[src/rtl/core/wavetable_note_sequencer_unit_macros.svh]
// Assertion macros shared by the note sequencer RTL.
`ifndef WAVETABLE_NOTE_SEQUENCER_UNIT_MACROS_SVH
`define WAVETABLE_NOTE_SEQUENCER_UNIT_MACROS_SVH
`ifndef NO_ASSERTIONS
`define WNSQ_ASSERT_IMP(label, ante, cons, msg) \
    label: assert property (@(posedge clk) disable iff (!rst_n) (ante) |-> (cons)) \
        else $error(msg);
`define WNSQ_ASSERT_NXT(label, ante, cons, msg) \
    label: assert property (@(posedge clk) disable iff (!rst_n) (ante) |=> (cons)) \
        else $error(msg);
`else
`define WNSQ_ASSERT_IMP(label, ante, cons, msg)
`define WNSQ_ASSERT_NXT(label, ante, cons, msg)
`endif
`endif

[src/rtl/core/wnsq_ram.sv]
// Generic single-write, single-read RAM with registered write-first read.
`default_nettype none
module wnsq_ram #(
    parameter int WIDTH = 8,
    parameter int DEPTH = 32
) (
    input  wire logic                     clk,
    input  wire logic                     we,
    input  wire logic [$clog2(DEPTH)-1:0] waddr,
    input  wire logic [WIDTH-1:0]         wdata,
    input  wire logic [$clog2(DEPTH)-1:0] raddr,
    output logic      [WIDTH-1:0]         rdata
);

    logic [WIDTH-1:0] mem [DEPTH];

    always_ff @(posedge clk)
    begin
        if (we)
            mem[waddr] <= wdata;
        if (we && waddr == raddr)
            rdata <= wdata;
        else
            rdata <= mem[raddr];
    end

endmodule
`default_nettype wire

[config.mk]
export PLATFORM = sky130hd
export DESIGN_NAME = wnsq_ram
export DESIGN_NICKNAME = d
export VERILOG_FILES = /design/src/rtl/core/wavetable_note_sequencer_unit_macros.svh /design/src/rtl/core/wnsq_ram.sv
export SDC_FILE = /design/constraint.sdc
export NUM_CORES = 1
export LEC_CHECK = 0
export ABC_AREA = 1
export BUFFER_PORTS_ARGS = -buffer_cell sky130_fd_sc_hd__clkbuf_2
export CORE_MARGIN = 2
export CORE_UTILIZATION = 45
export CTS_CLUSTER_SIZE = 20
export DETAILED_ROUTE_END_ITERATION = 10
export SLEW_MARGIN = 20
export SYNTH_ARGS = -nofsm -noshare
export SYNTH_HDL_FRONTEND = slang
export SYNTH_SLANG_ARGS = --single-unit
[constraint.sdc]
create_clock -name clk -period 2.1 [get_ports clk]
set_clock_uncertainty 0.15 [all_clocks]
set_input_delay 0.42 -clock clk [delete_from_list [all_inputs] [get_ports clk]]
set_output_delay 0.42 -clock clk [all_outputs]
set_load 0.1 [all_outputs]
==> impl_metrics.tcl, run 1 <==
set metrics [dict create \
    cp_slowest_cell "dfxtp_4" \
    power_frac_seq_pct 50.7 \
    max_freq_ghz 0.352 \
    cts-root-buf "clkbuf_16" \
    finalSetupTns_ps -5640 \
    die-area_um2 25100 \
    fillers 1969 \
    synthTopCellsByCount "nand2_1 (360), edfxtp_1 (256), nand3_1 (204)" \
    syn-mean-instance-area_um2 11.7 \
    drive_gt1_share_pct 22.2 \
    vias_per_cell 5.35 \
    syn_to_final_growth_pct 25.2 \
    p_per_area_nw_per_um2 853 \
    synthFlopType "edfxtp_1" \
    path_common_cell "nand2_1" \
    busiest_layer "met2" \
    leakagePower_nw 5.11 \
    gr-total-overflow 0 \
    path_max_fanout 8 \
    synth_area_leaders "edfxtp_1 (72%), nand2_1 (13%), nand3_1 (9.5%)" \
    cts_buffers 28 \
    pwr-share-comb_pct 10.3 \
    clkSinkCount 261 \
    power_mw 11.5 \
    gp_congestion 0.776 \
    syn-num-nets 939 \
    use_met3_pct 3.38 \
    firstDrtPassIters 5 \
    worstPathArrival_ps 2270 \
    drt_iter0_markers 639 \
    grt_max_degree 37 \
    switchingPower_mw 2.71 \
    drc_errors 0 \
    dp_hpwl_mm 15.8 \
    core_um2 23400 \
    ys_async_sr_fraction_pct 0 \
    sw_frac_of_total_pct 23.6 \
    period_minus_slack_ps 2840 \
    synth_top_cell_by_area "edfxtp_1" \
    worst_pin_slew_ps 662 \
    yosysWarnings 0 \
    grt_pass1_vias 7044 \
    syn_area_um2 10700 \
    final-setup-viol-count 8 \
    violations "setup timing" \
    htree_levels 1 \
    antennaDiodeCount 0 \
    final_nets 1045 \
    hold_class "in -> reg" \
    setup_ws_ps -744 \
    period_share_pct 135 \
    max_stage_delay_ps 410 \
    met2_usage_pct 36.4 \
    fp-row-count 56 \
    synth-seq-cells 261 \
    power.share.clock_pct 39.0 \
    synth_edf_count 256 \
    rsz0062_at_grt "true" \
    largest_reg_flops 256 \
    gr-usage-all-layers_pct 22.8 \
    cts_tree "yes" \
    io_buffer_count 27 \
    synth_most_common_cell "nand2_1" \
    grt_pass1_wl_mm 42.2 \
    largest_registers "mem x256" \
    clkSlewWorstSetupHoldPaths_ps 60 \
    post-place-ws_ps -121 \
    die_h_um 158 \
    postSynthCellCount 919 \
    grt_util_met1_pct 32.8 \
    wl_per_cell_um 21.1 \
    max-slew-margin-rel_pct 55.8 \
    outcome "complete, but fails checks" \
    hold_viol_final 0 \
    crit_type "reg -> out" \
    drt_wl_total_mm 28.9 \
    antenna_found_initial 0 \
    start_util_pct 45.8 \
    worst_setup_path_end_kind "output port" \
    cp.required_ps 1530 \
    worstPathCellList "buf_12, clkinv_16, clkbuf_16, nand2_1, nand3_1, nand3_2, nand2_1, nand2_1, nand2_1, nand2_1, nand2_2, buf_12" \
    largest-register "mem" \
    p_int_mw 8.76 \
    num_vias 7308 \
    startpoint_type "flop" \
    ant_nets 0 \
    maxSlewViolCount 0 \
    yosysTopAreaCellShare_pct 71.7 \
    pin_count 28 \
    fp.dieW_um 158 \
    cap_violations 0 \
    seq_area_frac_synth_pct 72.6 \
    ir_drop_mv 0.588 \
    yosysUniqueCellTypes 12 \
    cts.path.max_buffers 3 \
]
[power by group through the flow]
stage                     registers [mW]  logic, mW  clock network (mW)
after floorplan                     5.91      0.572                   0
after global placement              5.91      0.974                   0
after detailed placement            5.91      0.980                   0
after CTS                           5.81       1.05                4.53
after global routing                5.81       1.26                4.73
final                               5.81       1.18                4.47
[layout make-up]
class	instances	area (um^2)	share of cell area [%]
Inverter	10	63.8	0.475
Multi-Input combinational cell	596	2770	20.6
Sequential cell	261	7790	58.0
Timing Repair Buffer	127	1550	11.6
Clock buffer	44	781	5.81
Tap cell	319	399	2.97
Clock inverter	8	51.3	0.382
Timing Repair inverter	1	20.0	0.149
[cell usage in the layout, fill, tap and decap left out, types with 2 or more instances in the layout]
cell | synthesis | final
buf_12 | 0 | 25
buf_16 | 0 | 7
buf_4 | 4 | 59
buf_6 | 24 | 2
clkbuf_1 | 7 | 14
clkbuf_16 | 0 | 38
clkbuf_2 | 0 | 19
clkbuf_8 | 0 | 2
clkinv_1 | 0 | 3
clkinv_2 | 0 | 3
dfxtp_1 | 5 | 3
dlygate4sd3_1 | 0 | 5
edfxtp_1 | 256 | 256
inv_1 | 8 | 8
nand2_1 | 360 | 327
nand2_2 | 0 | 31
nand2_4 | 0 | 2
nand3_1 | 204 | 167
nand3_2 | 0 | 37
nor2_1 | 32 | 32
[per-layer routing]
layer | vias to the layer above | wire (um)
li1 | 3411 | -
met1 | 3574 | 12600
met2 | 277 | 13700
met3 | 46 | 1800
met4 | 0 | 765
met5 | - | 0
[critical path, delay by kind of cell (launching register included)]
kind,cells,cell delay [ps]
buffers and inverters,4,660
DFF,1,410
and+or+nand+nor,8,640
[metrics by stage]
stage / instances / cell area, um^2 / util, % / hold slack, ps
floorplan: 919 / 10700 / - / 298
global placement: 1282 / 11700 / 50.0 / 374
detailed placement: 1282 / 11700 / 50.0 / 380
CTS: 1345 / 12800 / 54.8 / 259
global route: 1366 / 13400 / 57.4 / 269
finish: 1366 / 13400 / 57.4 / 258
[timing repair]
item | CTS | global route
setup buffers | 2 | 10
hold buffers | 5 | 0
gates resized for setup | 24 | 66
endpoints found under the setup margin | 8 | 8
cloned | 4 | 12
pin swaps | 5 | 27
endpoints found under the hold margin | 5 | 0
[path summary, 6_finish.rpt]
| check | to | startpoint | cells after the start | slack, ps |
|---|---|---|---|---|
| setup / recovery | rdata[0] | flop | 12 | -740 |
| hold / removal | mem[15][6]$_DFFE_PP_ | wdata[6] | 2 | 260 |
[kinds of logic (layout without fill, tap and decap cells)]
logic type,Yosys count,count (layout),share of synthesized area (%)
DFF,261,261,72.6
buffers and inverters,62,190,4.16
and+or+nand+nor,596,596,23.2
(Power assumes the default switching activity.)
==> run 2: changes to the inputs <==
==> constraint.sdc (replaced) <==
create_clock -name clk -period 2.1 [get_ports clk]
set_clock_uncertainty 0.15 [all_clocks]
set_input_delay 0.525 -clock clk [delete_from_list [all_inputs] [get_ports clk]]
set_output_delay 0.525 -clock clk [all_outputs]
set_load 0.1 [all_outputs]
==> run 2 against run 1 <==
  * The flow still finishes with violations (setup timing)
  * Die area is the same
  * Routed wire length grew 4.5%
  * Critical path depth grew 1
  * Clock-buffer cell count shrank 10
  * Sequential power is essentially flat
  * Sequential share of layout area shrank 1.8 points
  * Global-route usage shrank 0.92 points
  * Critical endpoint is now rdata[2]
  * Largest power group unchanged
==> impl_metrics.tcl, run 2 (synthesis gave the netlist of run 1 again) <==
set metrics [dict create \
    outcome "complete, but fails checks" \
    violations "setup timing" \
    largest_reg_flops 256 \
    ir_drop_mv 0.604 \
    startpoint_type "flop" \
    max_stage_delay_ps 370 \
    rsz0062_at_grt "true" \
    fin_area_um2 13800 \
    final-setup-viol-count 8 \
    antenna_found_initial 0 \
    p_per_area_nw_per_um2 857 \
    gr-total-overflow 0 \
    timing.critical_path.buf_inv 5 \
    drt_wl_total_mm 30.2 \
    setup_ws_ps -844 \
    max-slew-margin-rel_pct 67.4 \
    fp-row-count 56 \
    hold_class "in -> reg" \
    drt_iter0_markers 743 \
    gp_congestion 0.804 \
    largest_registers "mem x256" \
    placed_cells 1296 \
    gr-usage-all-layers_pct 21.8 \
    cap_violations 0 \
    hold_viol_final 0 \
    syn_to_final_growth_pct 29.1 \
    utilization_pct 59.2 \
    worstPathCellList "buf_12, buf_12, clkinv_8, clkbuf_16, nand2_1, nand3_1, nand3_1, nand2_1, nand2_1, nand2_2, nand2_2, nand2_4, buf_12" \
    layout_common_cells "nand2_1 (300), edfxtp_1 (256), nand3_1 (160), buf_4 (65), nand2_2 (50)" \
    layout_commonest_cell "nand2_1" \
    cts_buffers 28 \
    grt_max_degree 55 \
    cts-root-buf "clkbuf_16" \
    dp_hpwl_mm 15.9 \
    grt_pass1_vias 6995 \
    die_h_um 158 \
    worst_pin_slew_ps 489 \
    path_max_fanout 6 \
    final_nets 1064 \
    worstPathArrival_ps 2270 \
    num_vias 7520 \
    drc_errors 0 \
    maxSlewViolCount 0 \
    clkSlewWorstSetupHoldPaths_ps 60 \
    htree_levels 1 \
    io_buffer_count 27 \
    fin_cells 1384 \
    period_share_pct 140 \
    max_freq_ghz 0.340 \
    wl_per_cell_um 21.8 \
    start_util_pct 45.8 \
    ant_nets 0 \
    core_um2 23400 \
    cp_slowest_cell "dfxtp_4" \
    cts_tree "yes" \
    period_minus_slack_ps 2940 \
    pin_count 28 \
    post-place-ws_ps -178 \
    grt_pass1_wl_mm 40.7 \
    leakagePower_nw 5.29 \
    cp_top_family "buffers and inverters" \
    firstDrtPassIters 5 \
    clkSinkCount 261 \
    drive_gt1_share_pct 26.9 \
    antennaDiodeCount 0 \
    cp.required_ps 1420 \
    largest-register "mem" \
    fp.dieW_um 158 \
    cts.path.max_buffers 3 \
    worst_setup_path_end_kind "output port" \
    die-area_um2 25100 \
    dpl_cell_area_um2 11900 \
    vias_per_cell 5.43 \
    crit_type "reg -> out" \
]
## run 2: power by group
part | internal, mW | switching (mW) | total [mW] | leakage (nW)
Combinational | 0.468 | 0.804 | 1.27 | 2.51
Sequential | 5.78 | 0.0209 | 5.81 | 2.35
Clock | 2.86 | 1.93 | 4.79 | 0.433
Total | 9.11 | 2.75 | 11.9 | 5.29
## run 2: worst paths after layout
path / cells past startpoint / from / endpoint / slack (ps)
min: 2 / wdata[1] / mem[21][1]$_DFFE_PP_ / 300
max: 13 / flop / rdata[2] / -840
## run 2: cell type report
class | count | area, um^2
clock inverter | 17 | 150
fill | 1917 | 9550
inverter | 10 | 50.0
timing repair inverter | 3 | 55.1
multi-input combinational | 596 | 2910
sequential | 261 | 7790
tap | 319 | 399
clock buffer | 34 | 744
timing repair buffer | 144 | 1750
## run 2: stage by stage
step / hold WS, ps / TNS [ps] / power, mW
CTS: 282 / -5920 / 11.7
floorplan: 403 / 0 / 6.49
finish: 297 / -6160 / 11.9
global route: 304 / -6770 / 12.2
global placement: 480 / -1290 / 6.92
detailed placement: 479 / -1320 / 6.93
## run 2: routing by layer
layer	global-route usage [%]	up-vias	part of all wire, %
met4	6.65	0	3.5
met1	30.6	3697	41
met2	36.1	300	49
met5	0	-	0
met3	2.59	72	6.5
li1	-	3451	-
## run 2: timing repair
action / CTS / global route
setup endpoints to repair: 8 / 8
endpoints found under the hold margin: 5 / 0
pin swaps: 0 / 50
hold buffers: 5 / 0
setup buffers: 0 / 6
resized for setup: 0 / 121
gates cloned: 0 / 26
