--- config.mk ---
export PLATFORM = sky130hd
export DESIGN_NAME = wnsq_core
export DESIGN_NICKNAME = d
export VERILOG_FILES = /design/src/rtl/core/wnsq_pkg.sv /design/src/rtl/core/wnsq_core.sv
export VERILOG_INCLUDE_DIRS = /design/src /design/src/rtl/core
export SDC_FILE = /design/constraint.sdc
export NUM_CORES = 1
export LEC_CHECK = 0
export BUFFER_PORTS_ARGS = -buffer_cell sky130_fd_sc_hd__buf_2
export CORE_MARGIN = 3
export CORE_UTILIZATION = 54
export DETAILED_ROUTE_END_ITERATION = 8
export PLACE_DENSITY = 0.81
export SYNTH_ARGS = -nofsm -noshare
export SYNTH_HDL_FRONTEND = slang
export SYNTH_SLANG_ARGS = --single-unit
--- constraint.sdc ---
create_clock -name clk -period 12 [get_ports clk]
set_clock_uncertainty 0.05 [all_clocks]
set_input_delay 3 -clock clk [delete_from_list [all_inputs] [get_ports clk]]
set_output_delay 3 -clock clk [all_outputs]
set_load 0.01 [all_outputs]
--- src/rtl/core/wavetable_note_sequencer_unit_macros.svh ---
// Assertion macros shared by the note sequencer RTL.
`ifndef WAVETABLE_NOTE_SEQUENCER_UNIT_MACROS_SVH
`define WAVETABLE_NOTE_SEQUENCER_UNIT_MACROS_SVH
`ifndef NO_ASSERTIONS
`define WNSQ_ASSERT_IMP(label, ante, cons, msg) \
    label: assert property (@(posedge clk) disable iff (!rst_n) (ante) |-> (cons)) \
        else $error(msg);
`define WNSQ_ASSERT_NXT(label, ante, cons, msg) \
    label: assert property (@(posedge clk) disable iff (!rst_n) (ante) |=> (cons)) \
        else $error(msg);
`else
`define WNSQ_ASSERT_IMP(label, ante, cons, msg)
`define WNSQ_ASSERT_NXT(label, ante, cons, msg)
`endif
`endif

--- src/rtl/core/wnsq_pkg.sv ---
// Types, constants and helpers of the wavetable note sequencer.
`default_nettype none
package wnsq_pkg;

    localparam int MAX_NOTES   = 256;
    localparam int NOTE_IDX_W  = 8;
    localparam int SONG_LEN_W  = 9;
    localparam int WAVE_LEN    = 32;
    localparam int PHASE_W     = 5;
    localparam int NUM_VOICES  = 3;
    localparam int VOICE_W     = 2;
    localparam int WAVE_ADDR_W = VOICE_W + PHASE_W;
    localparam int WAVE_DEPTH  = NUM_VOICES * WAVE_LEN;
    localparam int SAMPLE_W    = 12;
    localparam int PERIOD_W    = 16;
    localparam int DUR_W       = 8;
    localparam int BEAT_W      = 26;
    localparam int CMD_W       = 3;
    localparam int CFG_INDEX_W = 1;
    localparam int CFG_DATA_W  = 26;

    localparam logic [15:0]         DAC_CMD           = 16'h6000;
    localparam logic [BEAT_W-1:0]   BEAT_PERIOD_RESET = 26'd2500000;
    localparam logic [SONG_LEN_W-1:0] SONG_LENGTH_RESET = 9'd1;

    localparam logic [CFG_INDEX_W-1:0] CFG_BEAT_PERIOD = 1'd0;
    localparam logic [CFG_INDEX_W-1:0] CFG_SONG_LENGTH = 1'd1;

    typedef enum logic [CMD_W-1:0] {
        CMD_TICK      = 3'd0,
        CMD_PAUSE     = 3'd1,
        CMD_REWIND    = 3'd2,
        CMD_NEXT_INST = 3'd3,
        CMD_LOAD_NOTE = 3'd4,
        CMD_LOAD_WAVE = 3'd5
    } cmd_t;

    typedef struct packed {
        logic [PERIOD_W-1:0] period;
        logic [DUR_W-1:0]    duration;
    } note_t;

    localparam int NOTE_W = $bits(note_t);

    typedef struct packed {
        logic [CMD_W-1:0]      command;
        logic [NOTE_IDX_W-1:0] note_index;
        logic [PERIOD_W-1:0]   note_period;
        logic [DUR_W-1:0]      note_duration;
        logic [VOICE_W-1:0]    wave_select;
        logic [PHASE_W-1:0]    wave_index;
        logic [SAMPLE_W-1:0]   wave_value;
    } item_t;

    typedef struct packed {
        logic [BEAT_W-1:0]     beat_period;
        logic [SONG_LEN_W-1:0] song_length;
    } cfg_t;

    typedef struct packed {
        logic                  we;
        logic [NOTE_IDX_W-1:0] waddr;
        note_t                 wdata;
        logic [NOTE_IDX_W-1:0] raddr;
    } note_ram_ctl_t;

    typedef struct packed {
        logic                   we;
        logic [WAVE_ADDR_W-1:0] waddr;
        logic [SAMPLE_W-1:0]    wdata;
        logic [WAVE_ADDR_W-1:0] raddr;
    } wave_ram_ctl_t;

    typedef struct packed {
        logic                emit;
        logic [SAMPLE_W-1:0] sample;
    } res_t;

    // Pointer after ptr, wrapping at the song length or the table size.
    function automatic logic [NOTE_IDX_W-1:0] next_note(
        input logic [NOTE_IDX_W-1:0] ptr,
        input logic [SONG_LEN_W-1:0] len
    );
        logic [SONG_LEN_W-1:0] sum;
        sum = {1'b0, ptr} + SONG_LEN_W'(1);
        if (sum >= len || sum >= SONG_LEN_W'(MAX_NOTES))
            return '0;
        return sum[NOTE_IDX_W-1:0];
    endfunction

endpackage
`default_nettype wire

--- src/rtl/core/wnsq_core.sv ---
// Sequencer state: beat and sample dividers, note pointer, table prefetch addresses.
`default_nettype none
`include "wavetable_note_sequencer_unit_macros.svh"
module wnsq_core (
    input  wire logic                   clk,
    input  wire logic                   rst_n,
    input  wire logic                   go,
    input  wire wnsq_pkg::item_t        item,
    input  wire wnsq_pkg::cfg_t         cfg,
    input  wire wnsq_pkg::note_t        note_rd,
    input  wire logic [wnsq_pkg::SAMPLE_W-1:0] wave_rd,
    output wnsq_pkg::note_ram_ctl_t     note_ctl,
    output wnsq_pkg::wave_ram_ctl_t     wave_ctl,
    output wnsq_pkg::res_t              res
);

    logic [wnsq_pkg::NOTE_IDX_W-1:0] note_pointer_reg, note_pointer_next;
    logic [wnsq_pkg::DUR_W-1:0]      beats_left_reg, beats_left_next;
    logic [wnsq_pkg::BEAT_W-1:0]     beat_counter_reg, beat_counter_next;
    logic [wnsq_pkg::PERIOD_W-1:0]   sample_counter_reg, sample_counter_next;
    logic [wnsq_pkg::PERIOD_W-1:0]   current_period_reg, current_period_next;
    logic [wnsq_pkg::PHASE_W-1:0]    wave_phase_reg, wave_phase_next;
    logic [wnsq_pkg::VOICE_W-1:0]    instrument_reg, instrument_next;
    logic                            paused_reg, paused_next;
    wnsq_pkg::note_t                 note0_reg, note0_next;

    logic [wnsq_pkg::NOTE_IDX_W-1:0] ptr_plus1;
    logic                            rest_tick;

    assign ptr_plus1 = wnsq_pkg::next_note(note_pointer_reg, cfg.song_length);

    always_comb
    begin
        logic [wnsq_pkg::BEAT_W-1:0]   bc_inc;
        logic [wnsq_pkg::DUR_W-1:0]    bl_src;
        logic [wnsq_pkg::PERIOD_W-1:0] cp;
        logic [wnsq_pkg::PERIOD_W-1:0] sc_inc;

        note_pointer_next   = note_pointer_reg;
        beats_left_next     = beats_left_reg;
        beat_counter_next   = beat_counter_reg;
        sample_counter_next = sample_counter_reg;
        current_period_next = current_period_reg;
        wave_phase_next     = wave_phase_reg;
        instrument_next     = instrument_reg;
        paused_next         = paused_reg;
        note0_next          = note0_reg;
        res.emit            = 1'b0;
        res.sample          = wave_rd;
        rest_tick           = 1'b0;
        note_ctl.we         = 1'b0;
        note_ctl.waddr      = item.note_index;
        note_ctl.wdata      = {item.note_period, item.note_duration};
        wave_ctl.we         = 1'b0;
        wave_ctl.waddr      = {item.wave_select, item.wave_index};
        wave_ctl.wdata      = item.wave_value;

        bc_inc = beat_counter_reg + wnsq_pkg::BEAT_W'(1);
        bl_src = '0;
        cp     = current_period_reg;
        sc_inc = sample_counter_reg + wnsq_pkg::PERIOD_W'(1);

        if (go)
        begin
            case (item.command)
                wnsq_pkg::CMD_TICK:
                begin
                    if (!paused_reg)
                    begin
                        beat_counter_next = bc_inc;
                        if (bc_inc >= cfg.beat_period)
                        begin
                            beat_counter_next = '0;
                            bl_src = beats_left_reg;
                            if (beats_left_reg == '0)
                            begin
                                note_pointer_next = ptr_plus1;
                                cp                = note_rd.period;
                                bl_src            = note_rd.duration;
                            end
                            beats_left_next     = bl_src - wnsq_pkg::DUR_W'(1);
                            current_period_next = cp;
                        end
                        if (cp == '0)
                        begin
                            sample_counter_next = '0;
                            rest_tick           = 1'b1;
                        end
                        else
                        begin
                            sample_counter_next = sc_inc;
                            if (sc_inc >= cp)
                            begin
                                sample_counter_next = '0;
                                res.emit            = 1'b1;
                                if (wave_phase_reg ==
                                    wnsq_pkg::PHASE_W'(wnsq_pkg::WAVE_LEN - 1))
                                    wave_phase_next = '0;
                                else
                                    wave_phase_next = wave_phase_reg + wnsq_pkg::PHASE_W'(1);
                            end
                        end
                    end
                end
                wnsq_pkg::CMD_PAUSE:
                    paused_next = ~paused_reg;
                wnsq_pkg::CMD_REWIND:
                begin
                    note_pointer_next   = '0;
                    wave_phase_next     = '0;
                    current_period_next = note0_reg.period;
                    beats_left_next     = note0_reg.duration;
                end
                wnsq_pkg::CMD_NEXT_INST:
                begin
                    if (instrument_reg == wnsq_pkg::VOICE_W'(wnsq_pkg::NUM_VOICES - 1))
                        instrument_next = '0;
                    else
                        instrument_next = instrument_reg + wnsq_pkg::VOICE_W'(1);
                end
                wnsq_pkg::CMD_LOAD_NOTE:
                begin
                    note_ctl.we = 1'b1;
                    if (item.note_index == '0)
                        note0_next = {item.note_period, item.note_duration};
                end
                wnsq_pkg::CMD_LOAD_WAVE:
                    wave_ctl.we = item.wave_select < wnsq_pkg::VOICE_W'(wnsq_pkg::NUM_VOICES);
                default:
                begin
                end
            endcase
        end

        // prefetch: next cycle sees the note after the new pointer and the new phase sample
        note_ctl.raddr = wnsq_pkg::next_note(note_pointer_next, cfg.song_length);
        wave_ctl.raddr = {instrument_next, wave_phase_next};
    end

    always_ff @(posedge clk or negedge rst_n)
    begin
        if (!rst_n)
        begin
            note_pointer_reg   <= '0;
            beats_left_reg     <= '0;
            beat_counter_reg   <= '0;
            sample_counter_reg <= '0;
            current_period_reg <= '0;
            wave_phase_reg     <= '0;
            instrument_reg     <= '0;
            paused_reg         <= 1'b1;
        end
        else
        begin
            note_pointer_reg   <= note_pointer_next;
            beats_left_reg     <= beats_left_next;
            beat_counter_reg   <= beat_counter_next;
            sample_counter_reg <= sample_counter_next;
            current_period_reg <= current_period_next;
            wave_phase_reg     <= wave_phase_next;
            instrument_reg     <= instrument_next;
            paused_reg         <= paused_next;
        end
    end

    always_ff @(posedge clk)
    begin
        note0_reg <= note0_next;
    end

    `WNSQ_ASSERT_IMP(a_inst_range, 1'b1,
        instrument_reg < wnsq_pkg::VOICE_W'(wnsq_pkg::NUM_VOICES),
        "instrument out of range")
    `WNSQ_ASSERT_NXT(a_paused_hold,
        go && item.command == wnsq_pkg::CMD_TICK && paused_reg,
        $stable(beat_counter_reg) && $stable(sample_counter_reg),
        "paused tick moved counters")
    `WNSQ_ASSERT_NXT(a_rewind, go && item.command == wnsq_pkg::CMD_REWIND,
        note_pointer_reg == '0 && wave_phase_reg == '0,
        "rewind did not clear pointer and phase")
    `WNSQ_ASSERT_NXT(a_rest, rest_tick, sample_counter_reg == '0,
        "rest tick left sample counter running")

endmodule
`default_nettype wire

==> run_results.csv, run 1 <==
group,metric,value,unit
status,status,"finished, final reports clean",
floorplanning,coreArea,0.01404,mm2
power_and_ir_drop,switching_power,358.9,uW
setup_path,arrival,7870,ps
timing,finalCriticalPeriod,10920,ps
global_routing,grt_max_degree,78,
cells_and_area,syn_to_final_growth,9.763,%
synthesis,synthTopCellsByArea,"dfrtp_1 (26%), ha_1 (11%), edfxtp_1 (9.2%)",
timing,grt_setup_unrepaired,"no",
timing,slew-limit-headroom,31.94,%
synthesis,synth-seq-area-share,35.25,%
cells_and_area,final_nets,1164,
floorplanning,dieArea,0.01606,mm2
cells_and_area,largest_register_ffs,26,
detailed_routing,vias,6694,
timing,hold_viol_final,0,
floorplanning,die_x,126.7,um
cts,clock_path_buffers,2,
timing,finalSetupTns,0,ps
synthesis,yosys-top-cells-count,"nand2_1 (100), dfrtp_1 (81), ha_1 (67), a21oi_1 (66)",
cts,cts_max_level,3,
hold_path,hold_start,"beat_counter_reg[25]",
global_routing,grt_pass1_wl,29740,um
synthesis,ys.flop_type,"dfrtp_1",
floorplanning,die_h,126.7,um
detailed_routing,drc,0,
power_and_ir_drop,p_seq_share,43.1,%
synthesis,synth_compound_area_share,17.98,%
timing,setup_viol,0,
synthesis,yosysTopAreaCell,"dfrtp_1",
setup_path,worst-endpoint-required,8950,ps
synthesis,yosysMostFrequentCell,"nand2_1",
timing,worst_pin_slew,1021,ps
detailed_routing,dr.pass1.iters,6,
global_routing,grt_pass1_vias,6366,
global_routing,grt_use_met2,36.05,%
timing,hold_ws,455.6,ps
setup_path,path_depth,19,
synthesis,avgSynthCellArea,8.782,um2
global_routing,antenna_found_initial,0,
detailed_routing,routedWlPerCell,15.50,um
detailed_routing,drt_iter0_drc,510,
power_and_ir_drop,ir_drop,119.9,uV
detailed_routing,routed_wirelength,17890,um
global_routing,gr-total-overflow,0,
power_and_ir_drop,clock_power_share,29.2,%
setup_path,r2r_start,"beat_counter_reg[0]",
cells_and_area,layoutNonFillerInstCount,1154,
synthesis,syn_nets,1091,
synthesis,netlist_area,0.007869,mm2
setup_path,worst-path-buf-inv,3,
global_routing,use_met3,4.758,%
setup_path,slowest_delay,910,ps
power_and_ir_drop,power_frac_comb,27.7,%
placed_design,dp.cells,1138,
cts,postCtsSetupBuffers,0,
setup_path,worstSetupStartpoint,"cfg[26]",
synthesis,synthMuxAreaShare,2.322,%
synthesis,yosysWarningCount,0,
cts,cts_sinks,106,
synthesis,ys_seq_elements,106,
cts,ctsResizeCount,0,
global_routing,grt_use_total,22.47,%
hold_path,hold_depth,1,
setup_path,worstPathCellList,"buf_2, inv_1, ha_1, and2_0, a221o_1, nand2_1, nand4_1, o21ai_2, mux2i_1, ha_1, a21o_1, a21o_1, a21o_1, a21oi_1, o21ai_0, a21oi_1, or2_2, a311o_1, buf_2",
setup_path,rr_endpoint,"wave_phase_reg[4]",
timing,maxSlewViolCount,0,
setup_path,crit_path_end,"wave_ctl[4]",
synthesis,postSynthCellCount,896,
cts,root_buffer,"clkbuf_16",
job,drv_cap,0,
placed_design,place_congestion,0.8741,
timing,fin_crit_sh,91.01,%
synthesis,synth_cell_types,62,
synthesis,synth_top_family_by_area,"simple AND/OR/NAND/NOR gates",
setup_path,start_kind,"primary input",
placed_design,placed_area,0.008322,mm2
setup_path,cpLargestDelayFamily,"compound AO/OA/AOI/OAI gates",
placed_design,io_buffers,150,
setup_path,r2r_setup_slack,4990,ps
floorplanning,rows,43,
hold_path,hold_path.class,"reg2reg",
placed_design,hpwl,13390,um
detailed_routing,drt-vias-per-instance,5.801,
floorplanning,pin_count,209,
cts,cts_tree,"done",
synthesis,synth_edf_count,24,
power_and_ir_drop,internal_power,712.1,uW
global_routing,top_usage_layer,"met2",
synthesis,synth_xor_area_share,5.677,%
cts,clk_latency,360,ps
power_and_ir_drop,swShare,33.51,%
cts,cts-hold-fix-buffers,0,
synthesis,synth_adder_area_share,10.65,%
setup_path,end_kind,"output port",
cells_and_area,antenna_cells,0,
floorplanning,start_util,56.04,%
cts,numCtsBuffers,9,
global_routing,grt_util_met1,30.77,%
setup_path,cp_slowest_cell,"o21ai_2",
cells_and_area,final_layout_size_suffix_gt1_share,19.82,%
setup_path,critical-path-top-cell-by-count,"a21o_1",
power_and_ir_drop,power.density,124.0,mW/mm2
cells_and_area,final_cell_area,0.008637,mm2
cts,cts.clk_slew.worst_paths,70,ps
synthesis,synth-simple-area-share,18.40,%
synthesis,synth_top_area_share,25.76,%
setup_path,critPathKind,"in2out",
setup_path,worstRegToRegCells,24,
timing,max_freq,0.09156,GHz
setup_path,worstPathMaxFanout,15,
synthesis,async_flop_share,77.36,%
detailed_routing,ant_nets,0,
power_and_ir_drop,power_leakage,0.004298,uW
layout by cell type, fill, tap and decap left out, drive strengths merged, types with 2 or more instances in the layout:
cell	synthesis	final
o21ai	66	66
dfrtp	81	81
xnor2	26	26
o211ai	4	4
o31ai	6	6
or4	2	2
o2111ai	3	3
xor2	25	25
a2111oi	4	4
buf	65	157
o41ai	2	2
nand2b	13	13
a21o	17	17
nor2	56	56
nor3b	3	3
nand4	16	16
a31oi	10	10
or2	4	4
and4	5	5
inv	45	50
and3	17	17
a311o	5	5
o21a	2	2
mux2i	16	16
and2	9	9
a22o	13	13
edfxtp	24	24
clkbuf	30	9
nor4	17	17
nand3	31	31
nor3	15	15
o311ai	2	2
ha	67	67
nand2	100	100
a21oi	66	66
mux2	2	2
o22ai	2	2
a211oi	7	7
or3	4	4
per-layer routing:
metal  wire (um)  share of wire [%]
met1        8085                 45
met3        1321                7.4
met5           0                  0
met4         280                1.6
met2        8199                 46
kinds of logic (layout without fill, tap and decap cells):
| group | after synthesis | after routing |
|---|---|---|
| flops | 106 | 106 |
| xor+xnor | 51 | 51 |
| mux | 18 | 18 |
| compound gates | 218 | 218 |
| fa+ha+maj | 67 | 67 |
| buf+inv | 140 | 218 |
| simple gates | 296 | 296 |
cell type report:
type                       instances  area (um2)
inverter                          45       168.9
clock inverter                     7       90.09
sequential                       106        2774
clock buffer                       9       225.2
multi-input combinational        650        4348
timing repair buffer             157       805.8
fill                            1184        5405
tap                              180       225.2
power groups by stage:
stage               clock, uW  combinational, uW  sequential (uW)
detailed placement          0                293              467
CTS                       320                296              460
finish                    313                296              462
global placement            0                281              467
global route              335                342              468
floorplan                   0                224              454
how the worst min path moves through the flow:
stage,to
after floorplan,current_period_reg[11]
after global placement,beat_counter_reg[25]
after detailed placement,beat_counter_reg[25]
after CTS,beat_counter_reg[25]
after global routing,instrument_reg[0]
final,beat_counter_reg[25]
per-stage QoR:
stage	setup slack, ps	power, uW	utilization, %
floorplan	1562	677.6	-
global placement	1215	748.0	59.26
detailed placement	1122	759.5	59.26
CTS	1081	1076	61.51
global route	694.6	1145	61.51
finish	1078	1071	61.51
(Power assumes the default switching activity.)
==> inputs of run 2 (changes only) <==
--- a/config.mk
+++ b/config.mk
@@ -7,7 +7,6 @@
 export NUM_CORES = 1
 export LEC_CHECK = 0
 export BUFFER_PORTS_ARGS = -buffer_cell sky130_fd_sc_hd__buf_2
-export CORE_MARGIN = 3
 export CORE_UTILIZATION = 54
 export DETAILED_ROUTE_END_ITERATION = 8
 export PLACE_DENSITY = 0.81
==> run_results.csv, run 2 (synthesis gave the netlist of run 1 again) <==
group,metric,value,unit
status,status,"finished, final reports clean",
hold_path,hold_path.class,"reg2reg",
cells_and_area,nFillCells,1223,
setup_path,end_kind,"output port",
cells_and_area,multiInputGateArea,0.004348,mm2
cells_and_area,mostFrequentLayoutCell,"buf_2",
cells_and_area,final_nets,1164,
timing,worst_pin_slew,1019,ps
cts,postCtsSetupBuffers,0,
floorplanning,coreArea,0.01404,mm2
cts,cts_tree,"done",
floorplanning,die_x,122.7,um
cells_and_area,final-seq-area,0.002774,mm2
timing,finalCriticalPeriod,10970,ps
setup_path,worst-path-buf-inv,4,
setup_path,worstSetupStartpoint,"cfg[34]",
cells_and_area,antenna_cells,0,
power_and_ir_drop,ir_drop,163.7,uV
setup_path,cpLargestDelayFamily,"compound AO/OA/AOI/OAI gates",
setup_path,worst-endpoint-required,8950,ps
global_routing,grt_pass1_wl,28950,um
timing,grt_setup_unrepaired,"no",
timing,maxSlewViolCount,0,
cts,root_buffer,"clkbuf_16",
detailed_routing,drc,0,
placed_design,place_congestion,0.8721,
timing,max_freq,0.09117,GHz
cts,ctsResizeCount,0,
floorplanning,start_util,56.04,%
setup_path,cp_slowest_cell,"a2111oi_2",
job,drv_cap,0,
timing,fin_crit_sh,91.40,%
placed_design,io_buffers,150,
setup_path,r2r_start,"beat_counter_reg[0]",
cells_and_area,layout_common_cells,"buf_2 (149), nand2_1 (100), dfrtp_1 (81)",
power_and_ir_drop,power_leakage,0.004298,uW
timing,setup_ws,1032,ps
global_routing,grt_pass1_vias,6165,
floorplanning,die_h,122.7,um
placed_design,dp_slack,1082,ps
cells_and_area,syn_to_final_growth,9.795,%
global_routing,antenna_found_initial,0,
detailed_routing,ant_nets,0,
detailed_routing,routed_wirelength,17760,um
timing,slew-limit-headroom,32.07,%
global_routing,gr-total-overflow,0,
detailed_routing,routedWlPerCell,15.39,um
detailed_routing,drt_iter0_drc,563,
placed_design,placed_area,0.008322,mm2
cts,clk_latency,370,ps
detailed_routing,vias,6704,
cts,cts_max_level,3,
cts,cts.clk_slew.worst_paths,80,ps
cts,cts-hold-fix-buffers,0,
detailed_routing,dr.pass1.iters,5,
cts,clock_path_buffers,2,
cells_and_area,largest_register_ffs,26,
timing,finalSetupTns,0,ps
placed_design,hpwl,13340,um
floorplanning,pin_count,209,
setup_path,arrival,7920,ps
detailed_routing,drt-vias-per-instance,5.809,
setup_path,slowest_delay,580,ps
hold_path,hold_start,"current_period_reg[4]",
cts,numCtsBuffers,9,
timing,hold_viol_final,0,
global_routing,grt_use_total,24.59,%
setup_path,critPathKind,"in2out",
floorplanning,dieArea,0.01506,mm2
cts,cts_sinks,106,
global_routing,grt_max_degree,66,
cells_and_area,final_layout_size_suffix_gt1_share,19.82,%
cells_and_area,layoutNonFillerInstCount,1154,
timing,setup_viol,0,
power_and_ir_drop,power.density,124.6,mW/mm2
cells_and_area,final_cell_area,0.008640,mm2
cells_and_area,final_util,61.53,%
setup_path,worstPathMaxFanout,11,
floorplanning,rows,43,
setup_path,start_kind,"primary input",
setup_path,worstPathCellList,"buf_2, inv_1, ha_1, nand4_1, nor3_1, nand3_1, a311o_1, a2111oi_2, nor2_1, nand2_1, o21ai_0, ha_1, inv_1, xnor2_1, ha_1, a21o_1, a21o_1, a21o_1, a21oi_1, o21ai_0, a221oi_2, buf_2",
placed_design,dp.cells,1138,
[run 2: per-layer routing]
layer | share of wire [%] | global-route usage (%) | vias to the layer above
met1 | 46 | 32.96 | 3115
met3 | 6.6 | 5.669 | 21
met4 | 1.5 | 7.241 | 0
met2 | 46 | 39.54 | 264
li1 | - | - | 3304
met5 | 0 | 0 | -
[run 2: through the flow]
stage / total power [uW] / hold WS (ps)
2_1_floorplan: 677.6 / 421.5
3_3_place_gp: 747.6 / 439.8
3_5_place_dp: 762.6 / 446.8
4_1_cts: 1081 / 464.6
5_1_grt: 1146 / 494.3
6_report: 1077 / 461.2
[run 2: path summary, 6_finish.rpt]
kind	endpoint	slack [ps]	depth (start not counted)
min in group asynchronous	beat_counter_reg[23]	2440	1
worst max-delay path	note_ctl[7]	1030	22
worst max register to register	wave_phase_reg[4]	5090	26
worst min-delay path	current_period_reg[4]	460	2
max in group asynchronous	beats_left_reg[2]	8390	2
worst min register to register	current_period_reg[4]	460	2
[run 2: power breakdown]
group,switching [uW],internal (uW),total [uW]
clock network,148,168,315
registers,46.7,415,461
logic,170,130,300
total,365,712,1080
[run 2: cell type report]
cell class	count	area share, %
repair buffers	157	9.327
well taps	180	2.607
flip-flops and latches	106	32.11
clock inverters	7	1.072
clock buffers	9	2.607
inverters	45	1.955
multi-input cells	650	50.33
[run 2: tightest hold or removal path, stage by stage (launching register included)]
cell and delay [ps]:
dfrtp_1 370, nand2_1 50, o21ai_0 60
